`config.mk`:
```
export PLATFORM = sky130hd
export DESIGN_NAME = ipt_ram
export DESIGN_NICKNAME = d
export VERILOG_FILES = /design/src/rtl/ipt_ram.sv
export SDC_FILE = /design/constraint.sdc
export NUM_CORES = 1
export LEC_CHECK = 0
export ABC_CLOCK_PERIOD_IN_PS = 6450
export BUFFER_PORTS_ARGS = -buffer_cell sky130_fd_sc_hd__buf_2
export CORE_UTILIZATION = 35
export CTS_BUF_LIST = sky130_fd_sc_hd__clkbuf_8
export DETAILED_ROUTE_END_ITERATION = 8
export PLACE_DENSITY = 0.59
export SYNTH_ARGS = -nofsm -noshare
export SYNTH_HDL_FRONTEND = slang
export SYNTH_SLANG_ARGS = --single-unit
```
`constraint.sdc`:
```
create_clock -name clk -period 6.45 [get_ports clk]
set_input_delay 0.9675 -clock clk [delete_from_list [all_inputs] [get_ports clk]]
set_output_delay 0.9675 -clock clk [all_outputs]
set_load 0.005 [all_outputs]
```
`src/rtl/ipt_ram.sv`:
```
`timescale 1ns / 1ps
// ----------------------------------------------------------------------------
// ipt_ram
// Generic single write, single read RAM with registered read data.
// ----------------------------------------------------------------------------
module ipt_ram #(
  parameter int W = 16,
  parameter int D = 64
) (
  input  logic                 clk,
  input  logic                 we,
  input  logic [$clog2(D)-1:0] waddr,
  input  logic [W-1:0]         wdata,
  input  logic [$clog2(D)-1:0] raddr,
  output logic [W-1:0]         rdata
);

  logic [W-1:0] mem [D];

  always_ff @(posedge clk) begin
    if (we) begin
      mem[waddr] <= wdata;
    end
    rdata <= mem[raddr];
  end

endmodule

```
==> flow_summary.toml <==
[run_status]
status = "complete, no violations"

[worst_setup_path]
cp_max_fo = 72
path_class = "in -> reg"
cp.arrival_ps = 3830
critPathLaunchType = "input port"
cp.required_ps = 7090
cp-end-kind = "flip-flop"
reg2reg_slack_ps = 4170

[logic_synthesis]
ys.flop_type = "edfxtp_1"
synth-edff-count = 1024
ys_ff_latch = 1040
syn-instance-count = 1829
synth.distinct_cells = 43
ys_warn_count = 0
syn-num-nets = 1859
syn_avg_cell_area_um2 = 21.89
yosysSeqAreaShare = 0.7759
synthArstFlopShare = 0
syn_area_um2 = 40040

[global_route]
grt_pass1_wl_um = 141600
grtUsageTotal = 0.1707
grt_overflow = 0
grt_pass1_vias = 20080
antenna_found_initial = 5
grt_max_degree = 77

[pwr]
power.total_w = 0.01332
p_switching_w = 0.002975
pwr-share-clk = 0.384
powerDensity_nw_per_um2 = 294.6
p_seq_frac = 0.564
leakage_nw = 14.34
swShare = 0.2234
vdd_drop_max_v = 0.0001458
pwr-share-comb = 0.051
power.internal_w = 0.01034

[placement]
place_area_um2 = 42200
placed_cells = 3356
io_buffers = 45
gp_congestion = 0.8011
dp_hpwl_um = 57370

[final_layout]
drive_above_1_share = 0.2797
fin_cells = 3650
nNetsFinal = 2056
final_cell_mix = "edfxtp_1, mux4_2, clkbuf_8, mux2i_1, buf_4"
area_growth_pct = 12.86
finish.instance_area_um2 = 45190
final_common_cell = "edfxtp_1"

[floorplanning]
die_area_um2 = 115800
start_util = 0.3545
core_um2 = 113000
rows = 123
num_io_pins = 46
die_w_um = 340.2
die_height_um = 340.2

[sta]
relSlewSlack = 0.2036
period_share = 0.4949
fin_tns_setup_ps = 0
finalSetupViolCount = 0
final_hold_viol_count = 0
whs_ps = 808.2
clock.fmax_mhz = 313.3
skew_ps = 35.13
period_minus_slack_ps = 3192
worst_slew_pin_slew_ps = 1190
rsz0062_at_grt = "false"
drv_slew = 0

[route]
drtIter0Drc = 1918
drc_errors = 0
wl_um = 98230
vias_per_cell = 5.334
dr.pass1.iters = 6
wl_per_cell_um = 26.91
antenna_left = 0
vias = 19470

[clocking]
cts.clk_slew.worst_paths_ps = 60
cts-resized-gates = 0
cts_buffers = 168
clock_latency_ps = 830
post-cts-setup-buffers = 0
ctsHoldBuffers = 0
cts_sinks = 1040
cts_max_path_buffers = 3
htreeDepth = 4
cts-root-buf = "clkbuf_8"
cts_tree = "built"

[worst_hold_path]
hp-class = "in -> reg"

[flow_run]
maxCapViolations = 0
[Yosys cell counts, types with 12 or more instances]
cell type     n  area share
buf_6        17      0.0048
a22oi_1      39      0.0073
dfxtp_1      16      0.0080
nand4_1      12      0.0019
nor2_1       72      0.0067
mux4_2      220        0.12
mux2i_1      85       0.021
nor2b_1      30      0.0047
buf_4        13      0.0024
edfxtp_1   1024        0.77
a21oi_1      17      0.0021
a221oi_1     16      0.0035
nand2_1      59      0.0055
nand3_1      24      0.0030
mux2_2       27      0.0076
clkbuf_1     24      0.0022
buf_2        36      0.0045
[final cells by class]
type / instances / area, µm²
diodes: 1 / 2.502
clock buffers: 178 / 2450
clock inverters: 115 / 540.5
fillers: 10010 / 67770
multi-input cells: 685 / 8294
flip-flops and latches: 1040 / 31070
well taps: 1500 / 1877
repair buffers: 131 / 959.7
[logic make-up after synthesis]
kind of cell	count (synthesis)	share of synthesized area
flip-flops	1040	0.7759
multiplexers	336	0.1552
AND/OR/NAND/NOR	220	0.02647
AO/OA/AOI/OAI	129	0.02409
buffers and inverters	104	0.01831
[power groups by stage]
stage                     logic (W)  clock network [W]  registers, W
after floorplan            0.000387                  0       0.00764
after detailed placement   0.000692                  0       0.00766
final                      0.000682            0.00512       0.00752
after global routing       0.000722            0.00553       0.00751
after global placement     0.000680                  0       0.00765
after CTS                  0.000693            0.00523       0.00752
[per-stage QoR]
| step | util | setup slack [ps] |
|---|---|---|
| 5_1_grt | 0.4001 | 3145 |
| 3_3_place_gp | 0.3736 | 2377 |
| 3_5_place_dp | 0.3736 | 2421 |
| 4_1_cts | 0.4001 | 3318 |
| 6_report | 0.4001 | 3258 |
| 2_1_floorplan | - | 3448 |
[critical path, stage by stage]
cell	delay (ps)
buf_8	600
buf_12	400
mux4_2	540
mux2i_1	210
a22oi_1	100
a31oi_1	750
a311oi_1	100
[final timing paths]
check / endpoint / cells after the start / start
max: rdata[13]$_DFF_P_ / 7 / raddr[0]
min: mem[21][2]$_DFFE_PP_ / 2 / wdata[2]
max reg2reg: rdata[13]$_DFF_P_ / 5 / mem[23][13]$_DFFE_PP_
min reg2reg: rdata[1]$_DFF_P_ / 4 / mem[40][1]$_DFFE_PP_
[state kept, by name (all words and copies together), names as in the netlist]
name   cells
mem     1024
rdata     16
[per-layer routing]
metal | track usage | wire, µm | vias to the layer above
li1 | - | - | 8099
met4 | 0.05792 | 2514 | 2
met1 | 0.2347 | 41800 | 10470
met2 | 0.2711 | 47090 | 757
met5 | 0 | 8 | -
met3 | 0.03418 | 6824 | 146
Note: power is estimated with default switching activity, not from simulation.
